--- config.mk ---
export PLATFORM = sky130hd
export DESIGN_NAME = lru_key_value_cache_top
export DESIGN_NICKNAME = d
export VERILOG_FILES = /design/src/hw/rtl/lkv_pkg.sv /design/src/hw/rtl/lkv_ram.sv /design/src/hw/rtl/lkv_cmp.sv /design/src/hw/rtl/lru_key_value_cache_top.sv
export SDC_FILE = /design/constraint.sdc
export NUM_CORES = 1
export LEC_CHECK = 0
export BUFFER_PORTS_ARGS = -buffer_cell sky130_fd_sc_hd__buf_2
export CORE_MARGIN = 2
export CORE_UTILIZATION = 35
export CTS_BUF_LIST = sky130_fd_sc_hd__clkbuf_8
export DETAILED_ROUTE_END_ITERATION = 12
export GPL_TIMING_DRIVEN = 0
export SLEW_MARGIN = 20
export SYNTH_ARGS = -nofsm -noshare
export SYNTH_HDL_FRONTEND = slang
export SYNTH_SLANG_ARGS = --single-unit
--- constraint.sdc ---
create_clock -name clk -period 7.53 [get_ports clk]
set_input_delay 1.1295 -clock clk [delete_from_list [all_inputs] [get_ports clk]]
set_output_delay 1.1295 -clock clk [all_outputs]
set_load 0.005 [all_outputs]
--- src/hw/rtl/lkv_pkg.sv ---
`timescale 1ns / 1ps
package lkv_pkg;

	localparam int DEF_MAX_ENTRIES = 16;
	localparam int CFG_W = 5;
	localparam int KEY_W = 32;
	localparam int VAL_W = 32;
	localparam logic [CFG_W-1:0] CAP_RESET = 5'd16;
	localparam logic [VAL_W-1:0] MISS_DATA = 32'hFFFF_FFFF;

	localparam logic ACT_GET = 1'b0;
	localparam logic ACT_SET = 1'b1;

	typedef enum logic [2:0] {
		ST_IDLE,
		ST_LOOK,
		ST_FIN,
		ST_UPD,
		ST_RESP
	} state_t;

	typedef struct packed {
		logic key_eq;
		logic rank_gt;
		logic rank_lt;
	} cmp_res_t;

endpackage

--- src/hw/rtl/lkv_ram.sv ---
`timescale 1ns / 1ps
module lkv_ram #(
	parameter int WIDTH = 32,
	parameter int DEPTH = 16
) (
	input  logic                                   clk,
	input  logic                                   we,
	input  logic [((DEPTH > 1) ? $clog2(DEPTH) : 1)-1:0] waddr,
	input  logic [WIDTH-1:0]                       wdata,
	input  logic [((DEPTH > 1) ? $clog2(DEPTH) : 1)-1:0] raddr,
	output logic [WIDTH-1:0]                       rdata
);

	logic [WIDTH-1:0] mem_q [DEPTH];

	always_ff @(posedge clk) begin
		if (we) begin
			mem_q[waddr] <= wdata;
		end
	end

	always_ff @(posedge clk) begin
		rdata <= mem_q[raddr];
	end

endmodule

--- src/hw/rtl/lkv_cmp.sv ---
`timescale 1ns / 1ps
module lkv_cmp import lkv_pkg::*; #(
	parameter int RANK_W = 4
) (
	input  logic [KEY_W-1:0]  key_a,
	input  logic [KEY_W-1:0]  key_b,
	input  logic [RANK_W-1:0] rank_a,
	input  logic [RANK_W-1:0] rank_b,
	output cmp_res_t          res,
	output logic [RANK_W-1:0] rank_inc
);

	// One comparator serves the lookup scan and the recency update scan.
	always_comb begin
		res.key_eq  = (key_a == key_b);
		res.rank_gt = (rank_a > rank_b);
		res.rank_lt = (rank_a < rank_b);
		rank_inc    = rank_a + RANK_W'(1);
	end

endmodule

--- src/hw/rtl/lru_key_value_cache_top.sv ---
`timescale 1ns / 1ps
// Channel   Direction  Handshake              Payload
// cfg       in         cfg_valid / cfg_ready  cfg_data (capacity)
// in        in         in_valid / in_ready    action, key, value
// out       out        out_valid / out_ready  hit, data
//
// A get or a set keeps the input side busy until it is done: one comparator
// walks the entry memories one entry per cycle, once to look up and once
// more on a set to age the ranks.
// A get whose result cannot leave because the output register is full waits
// until out_ready. Reset clears the valid bits at once; there is no clearing
// pass. cfg_ready is always high.
module lru_key_value_cache_top import lkv_pkg::*; #(
	parameter int MAX_ENTRIES = DEF_MAX_ENTRIES
) (
	input  logic                    clk,
	input  logic                    arst_n,
	input  logic                    cfg_valid,
	output logic                    cfg_ready,
	input  logic [CFG_W-1:0]        cfg_data,
	input  logic                    in_valid,
	output logic                    in_ready,
	input  logic                    action,
	input  logic signed [KEY_W-1:0] key,
	input  logic signed [VAL_W-1:0] value,
	output logic                    out_valid,
	input  logic                    out_ready,
	output logic                    hit,
	output logic signed [VAL_W-1:0] data
);

	localparam int IDX_W = (MAX_ENTRIES > 1) ? $clog2(MAX_ENTRIES) : 1;
	localparam int CNT_W = $clog2(MAX_ENTRIES + 1);
	localparam int CAP_W = (CNT_W > CFG_W) ? CNT_W : CFG_W;
	localparam logic [IDX_W-1:0] LAST_IDX = IDX_W'(MAX_ENTRIES - 1);
	localparam logic [CAP_W-1:0] MAX_CAP = CAP_W'(MAX_ENTRIES);

	state_t state_q, state_d;

	logic [CFG_W-1:0]       cap_q;
	logic [MAX_ENTRIES-1:0] valid_q;
	logic [MAX_ENTRIES-1:0] valid_d;
	logic [CNT_W-1:0]       count_q;

	logic             action_q;
	logic [KEY_W-1:0] key_q;
	logic [VAL_W-1:0] value_q;

	logic [IDX_W-1:0] cnt_q;
	logic             scan_act_q;
	logic             vld_s1;
	logic [IDX_W-1:0] idx_s1;

	logic             found_q;
	logic [IDX_W-1:0] slot_q;
	logic [IDX_W-1:0] old_q;
	logic [VAL_W-1:0] data_q;
	logic             vic_found_q;
	logic [IDX_W-1:0] vic_q;
	logic [IDX_W-1:0] best_q;
	logic             free_found_q;
	logic [IDX_W-1:0] free_q;
	logic             miss_q;

	logic             out_valid_q;
	logic             hit_q;
	logic [VAL_W-1:0] out_data_q;

	logic [KEY_W-1:0] key_rd;
	logic [VAL_W-1:0] value_rd;
	logic [IDX_W-1:0] rank_rd;

	cmp_res_t         cmp_res;
	logic [IDX_W-1:0] rank_inc;
	logic [IDX_W-1:0] rank_ref;

	logic             accept;
	logic             scan_last;
	logic             start_upd;
	logic             fin_set;
	logic             load_out;
	logic [CAP_W-1:0] eff_cap;
	logic             evict;
	logic [IDX_W-1:0] new_slot;
	logic [IDX_W-1:0] ins_slot;
	logic             entry_v_s1;
	logic             rank_we;
	logic [IDX_W-1:0] rank_new;

	assign cfg_ready = 1'b1;
	assign in_ready  = (state_q == ST_IDLE);
	assign accept    = in_valid && in_ready;
	assign out_valid = out_valid_q;
	assign hit       = hit_q;
	assign data      = out_data_q;

	assign scan_last  = vld_s1 && (idx_s1 == LAST_IDX);
	assign fin_set    = (state_q == ST_FIN) && (action_q == ACT_SET);
	assign start_upd  = fin_set;
	assign entry_v_s1 = valid_q[idx_s1];

	// Capacity zero acts as one, and anything above MAX_ENTRIES saturates.
	always_comb begin
		if (cap_q == '0) begin
			eff_cap = CAP_W'(1);
		end else if (CAP_W'(cap_q) > MAX_CAP) begin
			eff_cap = MAX_CAP;
		end else begin
			eff_cap = CAP_W'(cap_q);
		end
	end

	// A new key takes the lowest free slot, and the slot freed by eviction
	// counts as free.
	always_comb begin
		evict = !found_q && (CAP_W'(count_q) >= eff_cap);
		if (evict && (!free_found_q || (vic_q < free_q))) begin
			new_slot = vic_q;
		end else begin
			new_slot = free_q;
		end
		ins_slot = found_q ? slot_q : new_slot;
	end

	always_comb begin
		valid_d = valid_q;
		if (evict) begin
			valid_d[vic_q] = 1'b0;
		end
		valid_d[ins_slot] = 1'b1;
	end

	assign rank_ref = (state_q == ST_UPD) ? old_q : best_q;

	lkv_cmp #(
		.RANK_W(IDX_W)
	) u_cmp (
		.key_a   (key_rd),
		.key_b   (key_q),
		.rank_a  (rank_rd),
		.rank_b  (rank_ref),
		.res     (cmp_res),
		.rank_inc(rank_inc)
	);

	// On a miss every valid entry ages; on a hit only those younger than it.
	always_comb begin
		rank_we = (state_q == ST_UPD) && vld_s1;
		if (idx_s1 == slot_q) begin
			rank_new = '0;
		end else if (entry_v_s1 && (miss_q || cmp_res.rank_lt)) begin
			rank_new = rank_inc;
		end else begin
			rank_new = rank_rd;
		end
	end

	lkv_ram #(
		.WIDTH(KEY_W),
		.DEPTH(MAX_ENTRIES)
	) u_key_ram (
		.clk  (clk),
		.we   (fin_set && !found_q),
		.waddr(ins_slot),
		.wdata(key_q),
		.raddr(cnt_q),
		.rdata(key_rd)
	);

	lkv_ram #(
		.WIDTH(VAL_W),
		.DEPTH(MAX_ENTRIES)
	) u_value_ram (
		.clk  (clk),
		.we   (fin_set),
		.waddr(ins_slot),
		.wdata(value_q),
		.raddr(cnt_q),
		.rdata(value_rd)
	);

	lkv_ram #(
		.WIDTH(IDX_W),
		.DEPTH(MAX_ENTRIES)
	) u_rank_ram (
		.clk  (clk),
		.we   (rank_we),
		.waddr(idx_s1),
		.wdata(rank_new),
		.raddr(cnt_q),
		.rdata(rank_rd)
	);

	always_ff @(posedge clk or negedge arst_n) begin
		if (!arst_n) begin
			state_q <= ST_IDLE;
		end else begin
			state_q <= state_d;
		end
	end

	always_comb begin
		state_d  = state_q;
		load_out = 1'b0;
		unique case (state_q)
			ST_IDLE: begin
				if (in_valid) begin
					state_d = ST_LOOK;
				end
			end
			ST_LOOK: begin
				if (scan_last) begin
					state_d = ST_FIN;
				end
			end
			ST_FIN: begin
				state_d = (action_q == ACT_SET) ? ST_UPD : ST_RESP;
			end
			ST_UPD: begin
				if (scan_last) begin
					state_d = ST_IDLE;
				end
			end
			ST_RESP: begin
				if (!out_valid_q || out_ready) begin
					load_out = 1'b1;
					state_d  = ST_IDLE;
				end
			end
			default: begin
				state_d = ST_IDLE;
			end
		endcase
	end

	always_ff @(posedge clk or negedge arst_n) begin
		if (!arst_n) begin
			cap_q        <= CAP_RESET;
			valid_q      <= '0;
			count_q      <= '0;
			cnt_q        <= '0;
			scan_act_q   <= 1'b0;
			vld_s1       <= 1'b0;
			found_q      <= 1'b0;
			vic_found_q  <= 1'b0;
			free_found_q <= 1'b0;
			miss_q       <= 1'b0;
			out_valid_q  <= 1'b0;
		end else begin
			if (cfg_valid && cfg_ready) begin
				cap_q <= cfg_data;
			end

			// Read addresses run ahead of the data stage, which sees each in the cycle after.
			if (accept || start_upd) begin
				cnt_q      <= '0;
				scan_act_q <= 1'b1;
			end else if (scan_act_q) begin
				if (cnt_q == LAST_IDX) begin
					scan_act_q <= 1'b0;
				end else begin
					cnt_q <= cnt_q + IDX_W'(1);
				end
			end
			vld_s1 <= scan_act_q;

			if (accept) begin
				found_q      <= 1'b0;
				vic_found_q  <= 1'b0;
				free_found_q <= 1'b0;
			end else if ((state_q == ST_LOOK) && vld_s1) begin
				if (entry_v_s1 && cmp_res.key_eq) begin
					found_q <= 1'b1;
				end
				if (entry_v_s1 && (!vic_found_q || cmp_res.rank_gt)) begin
					vic_found_q <= 1'b1;
				end
				if (!entry_v_s1) begin
					free_found_q <= 1'b1;
				end
			end

			if (fin_set) begin
				miss_q <= !found_q;
				if (!found_q) begin
					valid_q <= valid_d;
					count_q <= CNT_W'(count_q + CNT_W'(1) - CNT_W'(evict));
				end
			end

			if (load_out) begin
				out_valid_q <= 1'b1;
			end else if (out_ready) begin
				out_valid_q <= 1'b0;
			end
		end
	end

	always_ff @(posedge clk) begin
		if (accept) begin
			action_q <= action;
			key_q    <= key;
			value_q  <= value;
		end

		if ((state_q == ST_LOOK) && vld_s1) begin
			if (entry_v_s1 && cmp_res.key_eq) begin
				slot_q <= idx_s1;
				old_q  <= rank_rd;
				data_q <= value_rd;
			end
			if (entry_v_s1 && (!vic_found_q || cmp_res.rank_gt)) begin
				vic_q  <= idx_s1;
				best_q <= rank_rd;
			end
			if (!entry_v_s1 && !free_found_q) begin
				free_q <= idx_s1;
			end
		end

		if (fin_set) begin
			slot_q <= ins_slot;
		end

		idx_s1 <= cnt_q;

		if (load_out) begin
			hit_q      <= found_q;
			out_data_q <= found_q ? data_q : MISS_DATA;
		end
	end

endmodule

Word level (Yosys, flattened, before mapping):

Memories as Yosys holds them, arrays and structs flattened. A register that Yosys moved wholly into a read port is not among the register bits.
Index checks and enable logic that the tools add are counted.

* bits in registers: 194
* memory bits (writable): 1088
* input bits: 75
* output and inout port bits: 36
* logic and storage cells: 150
* memories kept: 3

* add/subtract/negate cells: 4
* $lt $le $gt $ge: 10
* equality and inequality tests: 14
* multiplexer cells: 48
* bitwise gates (word level): 4
* reductions and logical operators: 43

Memories
* u_key_ram.mem_q: depth 16, bits a word 32, read ports 1, clocked after Yosys merged registers in 1, write ports 1, line lkv_ram.sv:14 `logic [WIDTH-1:0] mem_q [DEPTH];`
* u_value_ram.mem_q: depth 16, bits a word 32, read ports 1, clocked after Yosys merged registers in 1, write ports 1, line lkv_ram.sv:14
* u_rank_ram.mem_q: depth 16, bits a word 4, read ports 1, clocked after Yosys merged registers in 1, write ports 1, line lkv_ram.sv:14

Operators by type and width (count)
* $mux W4: 11
* $eq A32 B32 Y1: 1
* $mux W1: 25
* $reduce_and A2 Y1: 9
* $and A16 B16 Y16: 1
* $mux W16: 1
* $not A16 Y16: 1
* $or A16 B16 Y16: 1
* $lt A4 B5 Y1 const B: 3
* $mux W3: 5
* $pmux W3 S5: 1
* $logic_and A1 B1 Y1: 14
* $reduce_bool A2 Y1: 7
* $ne A2 B2 Y1 const B: 6
* $mux W5: 2
* $add A4 B1 Y4 const B: 2
* $demux W1 S4: 2
* $eq A4 B4 Y1 const B: 2
* $ge A4 B1 Y1 const B: 2
* $lt A4 B4 Y1: 2
* $eq A3 B2 Y1 const B: 2
* $add A5 B1 Y5 const B: 1
* $ge A5 B5 Y1: 1
* $gt A5 B5 Y1 const B: 1
* other kinds (12): 20

Logic depth before layout (Yosys ltp):

Gate-level depths: netlist of the first run.

* depth in word-level cells: 13
* gate-level depth with buffers: 15
* depth with buffers taken out: 15

Hierarchy:

Synthesis of the first run repeated with hierarchy kept, for this count alone.

* cell total of the unflattened synthesis: 2325
* area total of the unflattened synthesis: 50284.5 um^2

By module, submodules not included
* lkv_ram (u_value_ram): instances 1, cells each 838, area an instance 19854.0 um^2, sequential area each 16015.4 um^2
* lkv_ram (u_key_ram): instances 1, cells each 838, area an instance 19835.3 um^2, sequential area each 16015.4 um^2
* lru_key_value_cache_top: instances 1, cells each 457, area an instance 7439.6 um^2, sequential area each 5586.6 um^2
* lkv_ram (u_rank_ram): instances 1, cells each 130, area an instance 2666.3 um^2, sequential area each 2001.9 um^2
* lkv_cmp: instances 1, cells each 62, area an instance 489.2 um^2, sequential area each 0.0 um^2

Least setup slack after synthesis of the first run:

No wires, ideal clock.

* path kind: register to register
* from: reg cap_q[1]
* to: mem u_key_ram.mem_q[12][0], enable pin
* library setup time: 0.502 ns
* arrival: 5.480 ns
* data required time: 7.028 ns
* path slack: 1.548 ns
* cell stages (with the launch flop): 13
* buffers on the path: 1
* clock period less this slack: 5.982 ns
* path through: dfrtp_1 -> nor3_1 -> nor2_1 -> nor2_1 -> ha_1 -> nand2b_1 -> a31oi_2 -> o22ai_4 -> inv_1 -> nor2_2 -> a221o_1 -> buf_2 -> nor4_1

* longest elaborated chain between the ends: 8
* elaborated cells on any way between the ends: 9
* those cells by class: order compare: 2; mux: 4; reduce/logical: 3

Ends and longest elaborated chain
* start: declaration: line lru_key_value_cache_top.sv:40 `logic [CFG_W-1:0] cap_q;`
* start signal: assignment: line lru_key_value_cache_top.sv:251 `cap_q <= cfg_data;`
* $gt A5 B5 Y1: line lru_key_value_cache_top.sv:106 `end else if (CAP_W'(cap_q) > MAX_CAP) begin`
* $mux W5: line lru_key_value_cache_top.sv:106
* $mux W5 *: line lru_key_value_cache_top.sv:104 `if (cap_q == '0) begin`
* $ge A5 B5 Y1 *: line lru_key_value_cache_top.sv:116 `evict = !found_q && (CAP_W'(count_q) >= eff_cap);`
* $logic_and A1 B1 Y1 *: line lru_key_value_cache_top.sv:116
* $logic_and A1 B1 Y1 *: line lru_key_value_cache_top.sv:117 `if (evict && (!free_found_q || (vic_q < free_q))) begin`
* $mux W4 *: line lru_key_value_cache_top.sv:117
* $mux W4 *: line lru_key_value_cache_top.sv:122 `ins_slot = found_q ? slot_q : new_slot;`
* end: declaration: line lkv_ram.sv:14

Every way passes the cells marked *; elsewhere a longest branch is shown, timed or not.

Final worst setup path of the first run:

* from: reg cap_q[1]
* to: mem u_value_ram.mem_q[4][24], enable pin

* longest elaborated chain between the ends: 8
* elaborated cells on any way between the ends: 9
* those cells by class: order compare: 2; mux: 4; reduce/logical: 3

Ends and longest elaborated chain (line)
* $gt A5 B5 Y1: lru_key_value_cache_top.sv:106
* $mux W5: lru_key_value_cache_top.sv:106
* $mux W5 *: lru_key_value_cache_top.sv:104
* $ge A5 B5 Y1 *: lru_key_value_cache_top.sv:116
* $logic_and A1 B1 Y1 *: lru_key_value_cache_top.sv:116
* $logic_and A1 B1 Y1 *: lru_key_value_cache_top.sv:117
* $mux W4 *: lru_key_value_cache_top.sv:117
* $mux W4 *: lru_key_value_cache_top.sv:122
* end: declaration: lkv_ram.sv:14

Marks and branches as above.

==> results of run 1 <==
[area by class of cell]
class,instances,area share
Sequential cell,1350,0.6669
Tap cell,1903,0.04008
Timing Repair Buffer,369,0.03580
Multi-Input combinational cell,685,0.1757
Inverter,19,0.001285
Clock buffer,240,0.05560
Clock inverter,156,0.01634
Antenna cell,3,0.0001264
Buffer,109,0.008193
[where the power goes]
part	internal (uW)	total [uW]	switching, uW
clock	3250	6170	2920
combinational	20.5	46.8	26.3
sequential	8070	8070	1.81
[flip-flops by register name, indices dropped and copies added, names as in the netlist, 3 cells and up]
name	cells
u_key_ram.rdata	32
key_q	32
old_q	4
valid_q	16
vic_q	4
cnt_q	4
best_q	4
count_q	5
u_value_ram.rdata	32
u_rank_ram.rdata	4
value_q	32
data_q	32
free_q	4
u_value_ram.mem_q	512
slot_q	4
state_q	3
data	32
u_key_ram.mem_q	512
cap_q	5
u_rank_ram.mem_q	64
idx_s1	4
[worst register-to-register path: cells and delay by family (launching register included)]
family	cells	cell delay, ns
buffers and inverters	6	1.57
and+or+nand+nor	6	1.39
AOI/OAI and AO/OA	3	0.91
DFF	1	0.39
adders and majority gates	1	0.23
[worst max-delay path by stage]
stage | slack, ns | endpoint
final | 2.73 | u_value_ram.mem_q[4][24]
after detailed placement | 2.76 | u_value_ram.mem_q[5][21]
after CTS | 2.71 | u_value_ram.mem_q[5][24]
after global routing | 2.43 | u_value_ram.mem_q[4][24]
after global placement | -3.86 | u_key_ram.mem_q[12][15]
after floorplan | 1.55 | u_key_ram.mem_q[12][0]
[cells in the mapped netlist, types with 3 or more instances]
cell | instances | area (um2)
nor4_1 | 40 | 250.2
nor3_1 | 11 | 55.05
edfxtp_1 | 1238 | 37180
mux2_2 | 6 | 67.56
xnor2_1 | 8 | 70.07
o21ai_0 | 16 | 80.08
xor2_1 | 35 | 306.5
buf_1 | 7 | 26.28
a21oi_1 | 7 | 35.03
o21a_1 | 3 | 22.52
nand2b_1 | 39 | 244.0
nand3_1 | 8 | 40.04
a31oi_1 | 3 | 18.77
mux2i_1 | 7 | 70.07
a21boi_0 | 3 | 22.52
or3_1 | 3 | 18.77
mux4_2 | 344 | 7747
o41ai_2 | 6 | 97.59
nor2_1 | 27 | 101.4
o41ai_1 | 12 | 105.1
dfrtp_1 | 39 | 975.9
dfxtp_1 | 72 | 1441
nand4_1 | 7 | 43.79
inv_1 | 18 | 67.56
a21o_1 | 5 | 37.54
clkbuf_1 | 63 | 236.5
buf_2 | 35 | 175.2
ha_1 | 20 | 250.2
nand2_1 | 27 | 101.4
o31ai_1 | 9 | 67.56
[cell families after synthesis]
family / after synthesis / synth area share
DFF: 1350 / 0.7863
xor gates and xnor gates: 43 / 0.007475
other: 1 / 0.00007443
AOI/OAI and AO/OA: 79 / 0.01304
and+or+nand+nor: 185 / 0.02078
buffers and inverters: 128 / 0.01085
adders and majority gates: 20 / 0.004966
muxes: 357 / 0.1565
[stage by stage]
| step | utilization | instances | total power [uW] | instance area, um2 | TNS [ns] |
|---|---|---|---|---|---|
| 2_1_floorplan | - | 2163 | 8241 | 50390 | 0 |
| 3_3_place_gp | 0.3720 | 4175 | 8274 | 53310 | -3420.59 |
| 3_5_place_dp | 0.3846 | 4435 | 8275 | 55120 | 0 |
| 4_1_cts | 0.4144 | 4831 | 14420 | 59390 | 0 |
| 5_1_grt | 0.4145 | 4833 | 14720 | 59410 | 0 |
| 6_report | 0.4146 | 4834 | 14290 | 59410 | 0 |
[metal layers]
metal / global-route usage / vias to the layer above / share of wire
met1: 0.2246 / 13590 / 0.41
met3: 0.03475 / 200 / 0.073
met2: 0.2783 / 1117 / 0.49
met4: 0.05664 / 0 / 0.023
met5: 0 / - / 0
li1: - / 10360 / -
==> out/metrics.csv, run 1 <==
stage;metric;value;unit
placement;quantity of I/O buffers inserted on ports;109;
finish;final-stage net count;2837;
power_and_ir_drop;Pleak;0.01933;uW
sta;endpoints failing hold;0;
worst_setup_path;Required @ worst endpoint;8.13;ns
synthesis;flops & latches, synth;1350;
global_route;first-pass GRT wire length;180300;um
power_and_ir_drop;pwr dens;240.5;nW/um2
placement;gpl congestion;0.7853;
finish;share of layout cells above drive strength 1;0.3846;
placement;pre-CTS setup slack;2.760;ns
worst_setup_path;crit path from;cap_q[1];
global_route;number of global-route vias before repair;26420;
floorplan;Die Height;383.4;um
synthesis;Net Count, Synth;2258;
worst_setup_path;CP max stage cell;nor4_2;
drt;DRT antenna net count;0;
clock_tree;Post-CTS Setup Bufs;0;
worst_setup_path;most used cell, CP;buf_2;
synthesis;Top FF cell, synth;edfxtp_1;
hold_path;worst hold-check path type;in -> async;
clock_tree;CTS hold repair buffers;0;
drt;Detailed Route Iter0 Violations;2645;
finish;P&R area growth vs syn;17.91;%
clock_tree;CTS max path bufs;3;
sta;Finish-stage setup viols;0;
worst_setup_path;Worst path depth;16;
global_route;initial antenna violation count;5;
sta;Worst Tran Pin Value;1.181;ns
synthesis;sequential fraction of the synthesis area;0.7863;
finish;area of the multi-input gates;10440;um2
synthesis;Syn Area/Cell;23.29;um2
clock_tree;CTS buffer count;208;
sta;Min Clock Period, post-route;4.801;ns
sta;worst hold margin;0.3651;ns
sta;fin worst setup slack;2.730;ns
worst_setup_path;arrival time worst endpoint;5.40;ns
placement;Detailed Place HPWL;84990;um
floorplan;initial core utilization;0.3516;
synthesis;Yosys warning count;0;
worst_setup_path;Buf+Inv Stages, Crit Path;6;
global_route;Tot GR Track Use;0.1691;
worst_setup_path;RR Startpoint;cap_q[1];
clock_tree;TritonCTS clock tree;yes;
drt;routed vias/inst;5.225;
worst_setup_path;R2R depth;16;
sta;Rel. slew slack;0.2125;
worst_setup_path;Setup crit start kind;register;
floorplan;core area;143300;um2
synthesis;Mapped Area;50390;um2
finish;most frequent cells in the layout;1,238 x edfxtp_1, 344 x mux4_2, 316 x buf_2, 240 x clkbuf_8, 84 x buf_4;
worst_setup_path;r2r setup slk;2.73;ns
worst_setup_path;Setup CP Type;reg -> reg;
worst_setup_path;critical path fanouts, max;10;
synthesis;Unique masters post-synth;62;
sta;Setup Skew;0.06584;ns
run_status;run status;finished, final reports clean;
floorplan;num rows;139;
finish;commonest non-fill, non-tap cell in the layout;edfxtp_1;
worst_setup_path;Worst path max stage delay;0.77;ns
synthesis;Post-Syn Instances;2163;
drt;Vias;25260;
drt;routed wire length;124200;um
finish;Fillers;12500;
drt;wire length per cell;25.69;um
floorplan;die width;383.4;um
clock_tree;clock-pin transition on the worst setup and hold timing paths;0.06;ns
sta;fmax;0.2083;GHz
worst_setup_path;Top delay family on crit path;buffers and inverters;
floorplan;# IOs;111;
clock_tree;CTS Sinks;1350;
worst_setup_path;FF-to-FF End;u_value_ram.mem_q[4][24];
clock_tree;Clock Root Buffer;clkbuf_8;
global_route;pin count of the biggest net entering global routing;43;
worst_setup_path;Crit. End Element;register;
clock_tree;CTS resizes;0;
drt;TritonRoute pass-1 iters;5;
sta;count of pins over their slew limit;0;
floorplan;die footprint;147000;um2
clock_tree;htree depth;4;
sta;fin crit share;0.6375;
drt;DRC Markers;0;
worst_setup_path;crit-path cells;nor3_1 > nor2_1 > nor2_1 > ha_1 > nand2b_1 > a31oi_2 > o22ai_4 > inv_1 > nor2_2 > a221o_1 > buf_2 > nor4_2 > buf_4 > buf_2 > buf_2 > buf_2;
job;maxcap violations;0;
global_route;grt ovf;0;
synthesis;FFs w/ async S/R, synth;0.02963;
sta;RSZ-0062 raised after global routing;no;
synthesis;Post-synth EDFFs;1238;
clock_tree;worst skew pair latency;0.92;ns
power_and_ir_drop;Peak supply drop;156.8;uV
finish;Reg area;39620;um2
Power figures use the tool's default switching activity.
==> run 2, diff against run 1 <==
clock period = 4 ns   (was 7.53 ns; I/O delays follow)
==> out/metrics.csv, run 2 (synthesis gave the netlist of run 1 again) <==
stage;metric;value;unit
global_route;pin count of the biggest net entering global routing;41;
worst_setup_path;R2R depth;16;
worst_setup_path;Required @ worst endpoint;4.60;ns
clock_tree;htree depth;4;
clock_tree;clock-pin transition on the worst setup and hold timing paths;0.06;ns
drt;DRT antenna net count;0;
worst_setup_path;Buf+Inv Stages, Crit Path;6;
global_route;number of global-route vias before repair;26180;
worst_setup_path;CP max stage cell;dfrtp_1;
drt;routed wire length;125000;um
clock_tree;CTS Sinks;1350;
job;maxcap violations;0;
finish;fin area;60620;um2
worst_setup_path;FF-to-FF End;u_value_ram.mem_q[15][22];
worst_setup_path;Crit. End Element;register;
drt;wl on met1;51020;um
sta;Rel. slew slack;0.2474;
clock_tree;CTS max path bufs;3;
hold_path;Hold Path Origin;in_valid;
placement;gpl congestion;0.7949;
sta;Finish-stage setup viols;0;
sta;Setup TNS;0;ns
power_and_ir_drop;Pleak;0.01942;uW
sta;Worst Tran Pin Value;1.129;ns
sta;worst hold margin;0.1861;ns
finish;most frequent cells in the layout;1,238 x edfxtp_1, 344 x mux4_2, 229 x clkbuf_8, 140 x buf_2, 103 x buf_6;
floorplan;initial core utilization;0.3516;
clock_tree;worst skew pair latency;0.91;ns
worst_setup_path;RR Startpoint;cap_q[1];
global_route;initial antenna violation count;1;
floorplan;core area;143300;um2
floorplan;Die Height;383.4;um
sta;Min Clock Period, post-route;3.844;ns
drt;TritonRoute pass-1 iters;7;
worst_setup_path;Top delay family on crit path;buffers and inverters;
global_route;first-pass GRT wire length;179200;um
clock_tree;CTS buffer count;207;
drt;Top Metal Used;met4;
hold_path;worst hold-check path type;in -> reg;
drt;Detailed Route Iter0 Violations;2513;
finish;P&R area growth vs syn;20.31;%
hold_path;WHS Path Cells;3;
worst_setup_path;Setup crit start kind;register;
worst_setup_path;arrival time worst endpoint;4.45;ns
drt;met2 WL;61480;um
hold_path;Min-Delay Endpoint;found_q;
power_and_ir_drop;Peak supply drop;277.6;uV
clock_tree;TritonCTS clock tree;yes;
run_status;run status;finished, final reports clean;
sta;count of pins over their slew limit;0;
drt;met3 WL;9085;um
placement;quantity of I/O buffers inserted on ports;109;
global_route;grt ovf;0;
drt;Vias;24910;
worst_setup_path;Setup CP Type;reg -> reg;
floorplan;die width;383.4;um
worst_setup_path;crit-path cells;nor3_1 > nor2_1 > nor2_1 > ha_1 > nand2b_1 > a31oi_2 > o22ai_4 > inv_4 > o32ai_1 > or2_1 > buf_2 > buf_2 > nor4_4 > buf_4 > buf_4 > buf_8;
drt;routed vias/inst;5.149;
finish;share of layout cells above drive strength 1;0.3569;
worst_setup_path;r2r setup slk;0.16;ns
drt;DRC Markers;0;
sta;Setup Skew;0.04881;ns
power_and_ir_drop;pwr dens;429.7;nW/um2
drt;wire length per cell;25.84;um
sta;endpoints failing hold;0;
worst_setup_path;critical path fanouts, max;10;
clock_tree;Clock Root Buffer;clkbuf_8;
finish;final-stage net count;2851;
floorplan;die footprint;147000;um2
floorplan;# IOs;111;
placement;pre-CTS setup slack;-0.9274;ns
sta;fmax;0.2601;GHz
finish;Fillers;12390;
floorplan;num rows;139;
finish;biggest regs;u_key_ram.mem_q x512, u_value_ram.mem_q x512, u_rank_ram.mem_q x64;
finish;commonest non-fill, non-tap cell in the layout;edfxtp_1;
placement;placed cell area;55490;um2
sta;fin worst setup slack;0.1561;ns
worst_setup_path;crit path from;cap_q[1];
global_route;Tot GR Track Use;0.1696;
worst_setup_path;Worst path max stage delay;0.40;ns
sta;fin crit share;0.9610;
sta;RSZ-0062 raised after global routing;no;
placement;Detailed Place HPWL;83860;um
-- run 2: changes by cell type in the layout (fill, tap and decap cells not counted), moves of 8 or more --
cell           previous run  this run
buf_2                   316       140
buf_6                     8       103
buf_8                     0        13
bufinv_16                 9         1
clkbuf_8                240       229
clkinv_1                 50        30
clkinv_2                 35        24
dlygate4sd3_1             0        78
inv_1                    62        94
nor4_2                   32         0
nor4_4                    0        32
-- run 2: how the worst max path moves through the flow --
stage,end,slack [ns],depth (start not counted)
after global placement,u_key_ram.mem_q[10][12],-3.90,12
after detailed placement,u_value_ram.mem_q[15][19],-0.93,14
final,u_value_ram.mem_q[15][22],0.16,16
after CTS,u_value_ram.mem_q[0][16],0.004,16
after global routing,u_value_ram.mem_q[15][19],0.003,15
after floorplan,u_key_ram.mem_q[12][0],-0.66,12
-- run 2: layout make-up --
type	count	area, um2	share of cell area
timing repair buffer	385	3371	0.05561
buffer	108	505.5	0.008339
clock inverter	152	745.7	0.01230
antenna	6	15.01	0.0002477
sequential	1350	39620	0.6536
multi-input combinational	685	10750	0.1773
clock buffer	229	3152	0.05199
tap	1903	2381	0.03928
inverter	19	78.83	0.001300
-- run 2: worst register-to-register path, cell delays in order (launching register included) --
cell and delay [ns]:
dfrtp_1 0.40, nor3_1 0.21, nor2_1 0.07, nor2_1 0.09, ha_1 0.23, nand2b_1 0.15
a31oi_2 0.24, o22ai_4 0.13, inv_4 0.12, o32ai_1 0.11, or2_1 0.24, buf_2 0.18
buf_2 0.29, nor4_4 0.38, buf_4 0.26, buf_4 0.25, buf_8 0.19
-- run 2: metrics by stage --
step / cells / utilization / total power (uW)
3_5_place_dp: 4326 / 0.3872 / 15580
2_1_floorplan: 2163 / - / 15510
6_report: 4837 / 0.4230 / 26050
4_1_cts: 4823 / 0.4223 / 26340
3_3_place_gp: 4175 / 0.3740 / 15580
5_1_grt: 4836 / 0.4230 / 26950
-- run 2: repair_timing --
item | CTS | global route
pin swaps | 23 | 5
hold buffers | 78 | 0
gates resized for setup | 13 | 5
endpoints found under the hold margin | 110 | 0
setup endpoints to repair | 883 | 148
setup buffers | 40 | 8
-- run 2: per-layer routing --
metal / track usage / vias to the layer above
met5: 0 / -
met4: 0.05933 / 0
met3: 0.03211 / 195
met2: 0.2783 / 1057
met1: 0.2268 / 13300
li1: - / 10360
-- run 2: power by group --
part           internal (uW)  total, uW  leakage, uW  switching [uW]
clock network           5350      10700      0.00229            5350
logic                   93.0        155      0.00497            62.1
registers              15200      15200       0.0122            3.52
